--- src/rtl/psc_pkg.sv ---
// Package for the packet segmenter with weighted checksum.
// Holds the payload size constants and the item and result structs.
// Used by every module of the block; depends on nothing.
`default_nettype none

package psc_pkg;

	localparam int MaxPayload = 1024;
	localparam int PosW = $clog2(MaxPayload);
	localparam int LimitW = 11;
	localparam int CmpW = (PosW + 1 > LimitW) ? PosW + 1 : LimitW;
	localparam int IndexW = 10;
	localparam int CountW = 11;
	localparam int SumW = 32;
	localparam logic [LimitW-1:0] LimitReset = LimitW'(1024);

	typedef struct packed {
		logic [7:0] data_byte;
		logic       message_last;
	} item_t;

	typedef struct packed {
		logic [7:0]        out_byte;
		logic [IndexW-1:0] byte_index;
		logic              packet_end;
		logic              packet_kind;
		logic [CountW-1:0] payload_count;
		logic [SumW-1:0]   packet_sum;
	} result_t;

endpackage

`default_nettype wire

--- src/rtl/packet_segmenter_checksum.sv ---
// Top level of the packet segmenter with swapped-index weighted checksum.
// Instantiates psc_in_reg and psc_core and holds the payload limit register.
// Depends on psc_pkg.
//
// Usage:
// Message bytes enter on the input channel (data_byte, message_last with
// in_valid/in_ready); one result per byte leaves on the output channel
// (out_valid/out_ready). Each result repeats the byte with its index in the
// packet; the byte that closes a packet also carries payload_count,
// packet_sum and packet_kind, which read as zero on other bytes.
// A packet closes on the message's final byte or when it reaches the
// payload limit, written through cfg_we/cfg_wdata. The user must write it
// only while the block is idle; the block itself does not enforce it.
// An accepted request is loaded into the input register and then, after a
// single multiply-accumulate, into the result register once that is free.
// Throughput is one byte per cycle while the receiver keeps taking results.
// When the receiver stalls, the result register holds and the input
// register still takes one more request; in_ready then drops until the
// result is taken.
// Reset clears both stages, the packet position and the running sum, and
// sets the payload limit to 1024.
`default_nettype none

module packet_segmenter_checksum (
	input  wire logic                               clk,
	input  wire logic                               arst_n,
	input  wire logic                               in_valid,
	output logic                                    in_ready,
	input  wire logic [7:0]                         data_byte,
	input  wire logic                               message_last,
	output logic                                    out_valid,
	input  wire logic                               out_ready,
	output logic [7:0]                              out_byte,
	output logic [psc_pkg::IndexW-1:0]              byte_index,
	output logic                                    packet_end,
	output logic                                    packet_kind,
	output logic [psc_pkg::CountW-1:0]              payload_count,
	output logic [psc_pkg::SumW-1:0]                packet_sum,
	input  wire logic                               cfg_we,
	input  wire logic [psc_pkg::LimitW-1:0]         cfg_wdata
);

	logic [psc_pkg::LimitW-1:0] limit_q;
	psc_pkg::item_t             item_in;
	psc_pkg::item_t             item_s1;
	psc_pkg::result_t           res_s2;
	logic                       valid_s1;
	logic                       advance;

	always_ff @(posedge clk or negedge arst_n) begin
		if (!arst_n) begin
			limit_q <= psc_pkg::LimitReset;
		end else if (cfg_we) begin
			limit_q <= cfg_wdata;
		end
	end

	assign item_in.data_byte = data_byte;
	assign item_in.message_last = message_last;

	psc_in_reg u_in_reg (
		.clk      (clk),
		.arst_n   (arst_n),
		.in_valid (in_valid),
		.in_ready (in_ready),
		.item_in  (item_in),
		.advance  (advance),
		.valid_s1 (valid_s1),
		.item_s1  (item_s1)
	);

	psc_core u_core (
		.clk       (clk),
		.arst_n    (arst_n),
		.valid_s1  (valid_s1),
		.item_s1   (item_s1),
		.limit     (limit_q),
		.out_ready (out_ready),
		.advance   (advance),
		.valid_s2  (out_valid),
		.res_s2    (res_s2)
	);

	assign out_byte = res_s2.out_byte;
	assign byte_index = res_s2.byte_index;
	assign packet_end = res_s2.packet_end;
	assign packet_kind = res_s2.packet_kind;
	assign payload_count = res_s2.payload_count;
	assign packet_sum = res_s2.packet_sum;

endmodule

`default_nettype wire

--- src/rtl/psc_in_reg.sv ---
// Input register stage of the packet segmenter.
// Captures one request per cycle while the compute stage can advance.
// Depends on psc_pkg for the item struct.
`default_nettype none

module psc_in_reg (
	input  wire logic            clk,
	input  wire logic            arst_n,
	input  wire logic            in_valid,
	output logic                 in_ready,
	input  wire psc_pkg::item_t  item_in,
	input  wire logic            advance,
	output logic                 valid_s1,
	output psc_pkg::item_t       item_s1
);

	assign in_ready = !valid_s1 || advance;

	always_ff @(posedge clk or negedge arst_n) begin
		if (!arst_n) begin
			valid_s1 <= 1'b0;
		end else if (in_ready) begin
			valid_s1 <= in_valid;
		end
	end

	always_ff @(posedge clk) begin
		if (in_valid && in_ready) begin
			item_s1 <= item_in;
		end
	end

endmodule

`default_nettype wire

--- src/rtl/psc_core.sv ---
// Compute stage of the packet segmenter: position and running sum state,
// the weighted multiply-accumulate, and the result register.
// Depends on psc_pkg for constants and structs.
`default_nettype none

module psc_core (
	input  wire logic                          clk,
	input  wire logic                          arst_n,
	input  wire logic                          valid_s1,
	input  wire psc_pkg::item_t                item_s1,
	input  wire logic [psc_pkg::LimitW-1:0]    limit,
	input  wire logic                          out_ready,
	output logic                               advance,
	output logic                               valid_s2,
	output psc_pkg::result_t                   res_s2
);

	logic [psc_pkg::PosW-1:0] position_q;
	logic [psc_pkg::SumW-1:0] running_sum_q;
	logic [psc_pkg::CmpW-1:0] eff_limit;
	logic [psc_pkg::CmpW-1:0] limit_ext;
	logic [psc_pkg::CmpW-1:0] next_pos;
	logic                     closes;
	logic [psc_pkg::PosW-1:0] weight;
	logic [psc_pkg::SumW-1:0] product;
	logic [psc_pkg::SumW-1:0] sum;
	psc_pkg::result_t         res;

	assign advance = !valid_s2 || out_ready;

	always_comb begin
		limit_ext = psc_pkg::CmpW'(limit);
		if (limit_ext == '0) begin
			eff_limit = psc_pkg::CmpW'(1);
		end else if (limit_ext > psc_pkg::CmpW'(psc_pkg::MaxPayload)) begin
			eff_limit = psc_pkg::CmpW'(psc_pkg::MaxPayload);
		end else begin
			eff_limit = limit_ext;
		end
		next_pos = psc_pkg::CmpW'(position_q) + psc_pkg::CmpW'(1);
		closes = item_s1.message_last || (next_pos >= eff_limit);
		if (position_q[0]) begin
			weight = position_q - psc_pkg::PosW'(1);
		end else if (closes) begin
			weight = position_q;
		end else begin
			weight = position_q + psc_pkg::PosW'(1);
		end
		product = psc_pkg::SumW'(item_s1.data_byte) * psc_pkg::SumW'(weight);
		sum = running_sum_q + product;

		res.out_byte = item_s1.data_byte;
		res.byte_index = psc_pkg::IndexW'(position_q);
		res.packet_end = closes;
		res.packet_kind = closes && item_s1.message_last;
		res.payload_count = closes ? psc_pkg::CountW'(next_pos) : '0;
		res.packet_sum = closes ? sum : '0;
	end

	always_ff @(posedge clk or negedge arst_n) begin
		if (!arst_n) begin
			valid_s2 <= 1'b0;
			position_q <= '0;
			running_sum_q <= '0;
		end else if (advance) begin
			valid_s2 <= valid_s1;
			if (valid_s1) begin
				if (closes) begin
					position_q <= '0;
					running_sum_q <= '0;
				end else begin
					position_q <= psc_pkg::PosW'(next_pos);
					running_sum_q <= sum;
				end
			end
		end
	end

	always_ff @(posedge clk) begin
		if (advance && valid_s1) begin
			res_s2 <= res;
		end
	end

endmodule

`default_nettype wire

--- config.mk ---
export PLATFORM = sky130hd
export DESIGN_NAME = packet_segmenter_checksum
export DESIGN_NICKNAME = d
export VERILOG_FILES = /design/src/rtl/psc_pkg.sv /design/src/rtl/packet_segmenter_checksum.sv /design/src/rtl/psc_in_reg.sv /design/src/rtl/psc_core.sv
export SDC_FILE = /design/constraint.sdc
export NUM_CORES = 1
export LEC_CHECK = 0
export BUFFER_PORTS_ARGS = -buffer_cell sky130_fd_sc_hd__buf_2
export CORE_ASPECT_RATIO = 1.25
export CORE_MARGIN = 2
export CORE_UTILIZATION = 41
export DETAILED_ROUTE_END_ITERATION = 16
export PLACE_DENSITY = 0.65
export REMOVE_ABC_BUFFERS = 1
export SYNTH_ARGS = -nofsm -noshare
export SYNTH_HDL_FRONTEND = slang
export SYNTH_HIERARCHICAL = 1
export SYNTH_SLANG_ARGS = --single-unit
--- constraint.sdc ---
create_clock -name clk -period 8.7 [get_ports clk]
set_clock_uncertainty 0.2 [all_clocks]
set_input_delay 0 -clock clk [delete_from_list [all_inputs] [get_ports clk]]
set_output_delay 0 -clock clk [all_outputs]
set_load 0.02 [all_outputs]
======== Word level (Yosys, flattened, before mapping) ========
Index checks and enable logic that the tools add are counted.
operators by class
  $add $sub $neg .......................... 4
  $mul .................................... 1
  $lt $le $gt $ge ......................... 2
  mux-type cells .......................... 6
  reductions and logical operators ........ 10
operator list
  kind                   count
  $add 32x18->32         1
  $mux 32                1
  $mux 10                3
  $mux 11                2
  $mul 8x10->18          1
  $add 10x1->11 const B  1
  $ge 11x11->1           1
  $gt 11x11->1 const B   1
  $logic_not 11->1       1
  $add 10x1->10 const B  1
  $sub 10x1->10 const B  1
  $logic_and 1x1->1      3
  $logic_or 1x1->1       3
  $logic_not 1->1        2
  $reduce_and 2->1       1
storage, ports and cells
  register bits after elaboration ......... 127
  bits of input ports ..................... 25
  output and inout bits ................... 65
  logic and storage cells ................. 36

======== Logic depth before layout (Yosys ltp) ========
  word-level depth ........................ 10
  mapped depth ............................ 33
  depth with buffers taken out ............ 29

======== By module ========
The synthesis kept the hierarchy.
modules (own cells, without submodules)
  module                     instances  cells each  area each (um^2)  seq. area each (um^2)
  psc_core                   1          808         8051.5            2967.8
  packet_segmenter_checksum  1          23          449.2             276.5
  psc_in_reg                 1          13          324.1             295.3

======== Worst setup path after synthesis ========
OpenSTA, ideal clock, no wires.
  path kind ............................... register -> register
  start point ............................. register u_core/position_q[0] in the netlist's numbering
  end point ............................... register u_core/res_s2[28] (netlist name)
  setup time .............................. 0.270 ns
  data arrival time ....................... 7.248 ns
  slack ................................... 0.982 ns
  stages on the path, launching flop included .. 30
  clock period less this slack ............ 7.718 ns
  cells stage by stage .................... dfrtp_1 buf_2 inv_1 nor3_1 and3_1 nand3_1 xor2_1 inv_1 ha_1 and4_4 and2_4 a221oi_2 buf_4 o21ai_2 a222oi_1 nor2b_1 fa_1 fa_1 fa_1 inv_1 fa_1 inv_1 ha_1 and3_1 a221o_1 a21o_1 a211oi_2 buf_4 or3_1 a21oi_1
on the way
  cells in the longest elaborated chain, start to end .. 7
RTL lines
  item                                 line            source
  start, declared                      psc_core.sv:18  logic [psc_pkg::PosW-1:0] position_q;
  start signal, assigned               psc_core.sv:72  position_q <= psc_pkg::PosW'(next_pos);
  $add 10x1->11 *                      psc_core.sv:40  next_pos = psc_pkg::CmpW'(position_q) + psc_pkg::CmpW'(1);
  named net u_core.next_pos (one bit)  psc_core.sv:22  logic [psc_pkg::CmpW-1:0] next_pos;
  $ge 11x11->1 *                       psc_core.sv:41  closes = item_s1.message_last || (next_pos >= eff_limit);
  $logic_or 1x1->1 *                   psc_core.sv:41
  $mux 10                              psc_core.sv:44  end else if (closes) begin
  $mux 10                              psc_core.sv:42  if (position_q[0]) begin
  $mul 8x10->18                        psc_core.sv:49  product = psc_pkg::SumW'(item_s1.data_byte) * psc_pkg::SumW'(weight);
  $add 32x18->32                       psc_core.sv:50  sum = running_sum_q + product;
The timed path passes the listed nets; every way through them passes the cells marked *.
A chain may end at the register's enable or synchronous reset.

======== Worst setup path after layout ========
  start point ............................. register u_core/position_q[0] in the netlist's numbering
  end point ............................... register u_core/running_sum_q[21] in the netlist's numbering
on the way
  cells in the longest elaborated chain, start to end .. 8
RTL lines
  item                                 line            source
  $add 10x1->11 *                      psc_core.sv:40
  named net u_core.next_pos (one bit)  psc_core.sv:22
  $ge 11x11->1 *                       psc_core.sv:41
  $logic_or 1x1->1 *                   psc_core.sv:41
  $mux 10                              psc_core.sv:44
  $mux 10                              psc_core.sv:42
  $mul 8x10->18                        psc_core.sv:49
  $add 32x18->32                       psc_core.sv:50
  $mux 32 *                            psc_core.sv:68  if (closes) begin
  end signal, assigned                 psc_core.sv:73  running_sum_q <= sum;
  end, declared                        psc_core.sv:19  logic [psc_pkg::SumW-1:0] running_sum_q;
Marks and branches as above.

==> results_dict.tcl <==
set metrics [dict create \
    p_leak_nw 4.93 \
    clock_latency_ps 420 \
    maxCapViolCount 0 \
    fin_crit_sh_pct 94.9 \
    synth-edff-count 72 \
    hp-class "input port to async pin" \
    cp-start-kind "flop" \
    io_pins 90 \
    synth.distinct_cells 65 \
    fp-row-count 60 \
    status "finished, final reports clean" \
    grt_start_max_net_pins 87 \
    final_nets 1110 \
    power_frac_comb_pct 42.5 \
    relSlewSlack_pct 27.1 \
    grtUsageTotal_pct 19.1 \
    htreeDepth 4 \
    reg2reg_to "u_core/running_sum_q[21]$_DFFE_PN0P_" \
    cts_sinks 127 \
    rsz0062_at_grt "false" \
    area_delta_synth_final_pct 19.2 \
    use_met1_pct 23.8 \
    portBuffers 89 \
    drc 0 \
    switching_power_mw 1.01 \
    core-area_um2 21300 \
    clkPwrFrac_pct 27.4 \
    cts_buffers 17 \
    tightestPinTransition_ps 1090 \
    placedInstanceArea_um2 9570 \
    grt_use_met2_pct 33.0 \
    die_w_um 135 \
    cts-root-buf "clkbuf_16" \
    critPathKind "flop to flop" \
    synth_cells 844 \
    postSynthAreaPerCell_um2 10.5 \
    gp_congestion 0.908 \
    critPathMaxStageDelay_ps 560 \
    initial_core_util_pct 41.4 \
    switching_share_pct 38.3 \
    async_reset_ff_share_pct 43.3 \
    fin_area_um2 10500 \
    power_mw 2.63 \
    clk_path_buf_depth 2 \
    period_minus_slack_ps 8260 \
    setup-tns-final_ps 0 \
    fin_cells 1257 \
    timing.rr.start "u_core/position_q[0]$_DFFE_PN0P_" \
    grt.busiest_layer "met2" \
    first_pass_iters 5 \
    grt_pass1_vias 6642 \
    p_per_area_nw_per_um2 250 \
    wl_um 20500 \
    r2r_slack_ps 440 \
    dieArea_um2 22700 \
    syn-cell-area_um2 8820 \
    holdWs_ps 74.9 \
    setup_viol 0 \
    report.final.hold_viol_count 0 \
    grt_first_pass_wirelength_um 33900 \
    drive_gt1_share_pct 16.5 \
    n_fill_cell 1959 \
    antenna_found_initial 0 \
    end_kind "flop" \
    rr_worst_depth 28 \
    synth_flop_cell "edfxtp_1" \
    dpl.hpwl_um 14400 \
    crit_top_cell "fa_1" \
    slowest_stage "fa_1" \
    wl_per_cell_um 16.3 \
    fmax_mhz 121 \
    seqPwrFrac_pct 30.1 \
    internal-power_mw 1.63 \
    ys_seq_area_share_pct 40.1 \
    drtIter0Drc 307 \
    regArea_um2 3540 \
    crit_end "u_core/running_sum_q[21]$_DFFE_PN0P_" \
    cts_tree "done" \
    grt_overflow 0 \
    pre_cts_ws_ps 385 \
    multi_input_comb_area_um2 4700 \
    grtUsageMet3_pct 3.19 \
    crit_fanout 24 \
    postCtsSetupRepairBufs 0 \
    setup_ws_ps 441 \
    cp.required_ps 8860 \
    slew_violations 0 \
    ir_worst_vdd_mv 0.149 \
    vias_per_cell 5.18 \
    ant_nets 0 \
    fin_util_pct 49.3 \
    ys_ff_latch 127 \
    arrival_ps 8420 \
    die_y_um 168 \
    diodes 0 \
    clk_pin_slew_ps 60 \
    ys.warnings.count 6 \
    vias 6506 \
    place_inst 1190 \
    crit_path_start "u_core/position_q[0]$_DFFE_PN0P_" \
]
==> cell usage in the layout, fill, tap and decap left out, types with 30 or more instances in the layout <==
cell type	instances
dfrtp_1	54
nand2_1	92
o21ai_0	39
and2_1	56
dlygate4sd3_1	35
inv_1	113
edfxtp_1	72
nor2_1	37
a21oi_1	30
buf_2	89
fa_1	64
ha_1	56
==> Yosys cell counts, drive strengths merged (6+ instances only) <==
library cell	number	area share, %
clkbuf	28	1.2
ha	56	7.9
a31oi	6	0.50
nor2	37	1.6
and2	58	4.2
xnor2	12	1.2
nor2b	8	0.57
or4	7	0.60
or3	9	0.64
nand2b	8	0.65
nand2	92	3.9
inv	114	4.8
dfrtp	54	15
and3	18	1.3
edfxtp	72	25
mux2	12	2.0
fa	64	15
xor2	13	1.3
buf	9	0.74
o21ai	43	2.5
a21oi	30	1.7
nand3	11	0.68
a21o	8	0.68
o22ai	10	0.71
==> power by group through the flow <==
stage	Combinational [mW]	Sequential, mW	Clock [mW]
CTS	1.13	0.795	0.737
global placement	1.08	0.805	0
detailed placement	1.11	0.806	0
floorplan	0.773	0.855	0
global route	1.27	0.802	0.765
finish	1.12	0.793	0.723
==> worst min-delay path by stage <==
stage	to	slack, ps	depth (start not counted)
6_report	limit_q[0]$_DFFE_PN0P_	70	3
5_1_grt	u_in_reg/item_s1[7]$_DFFE_PP_	60	2
4_1_cts	u_in_reg/item_s1[8]$_DFFE_PP_	50	2
3_5_place_dp	u_in_reg/item_s1[8]$_DFFE_PP_	-20	1
3_3_place_gp	u_in_reg/item_s1[5]$_DFFE_PP_	-20	1
2_1_floorplan	limit_q[0]$_DFFE_PN0P_	-500	0
==> per-layer routing <==
layer	up-vias	wire (um)	part of all wire, %
met4	0	542	2.6
met2	130	10600	52
met1	3238	8710	42
li1	3101	-	-
met3	37	665	3.2
met5	-	0	0
==> layout make-up <==
cell class	count	area share, %
inverters	115	4.11
multi-input cells	565	44.7
clock inverters	12	1.26
flip-flops and latches	127	33.6
repair buffers	139	8.63
clock buffers	20	4.34
well taps	279	3.32
==> critical path: cells and delay by family, from the launching register on <==
family,cells,cell delay [ps]
DFF,1,400
xor gates and xnor gates,2,400
and+or+nand+nor,6,1310
AOI/OAI and AO/OA,7,1660
muxes,1,360
buffers and inverters,5,910
adders and majority gates,7,2960
==> state kept, by name, summed over array words and instances, names as in the netlist <==
register,count
limit_q,11
u_core/position_q,10
u_core/res_s2,63
u_core/running_sum_q,32
u_core/valid_s2,1
u_in_reg/item_s1,9
u_in_reg/valid_s1,1
==> cell families after synthesis <==
logic type | synth area share (%)
and+or+nand+nor | 15.5
buffers and inverters | 6.82
AOI/OAI and AO/OA | 10.6
DFF | 40.1
adders and majority gates | 22.5
xor gates and xnor gates | 2.48
muxes | 2.07
==> what timing repair did <==
action / 4_1_cts / 5_1_grt
hold endpoints to repair: 86 / 0
gates resized for setup: 0 / 1
setup endpoints to repair: 0 / 23
hold buffers: 35 / 0
Note: power is estimated with default switching activity, not from simulation.
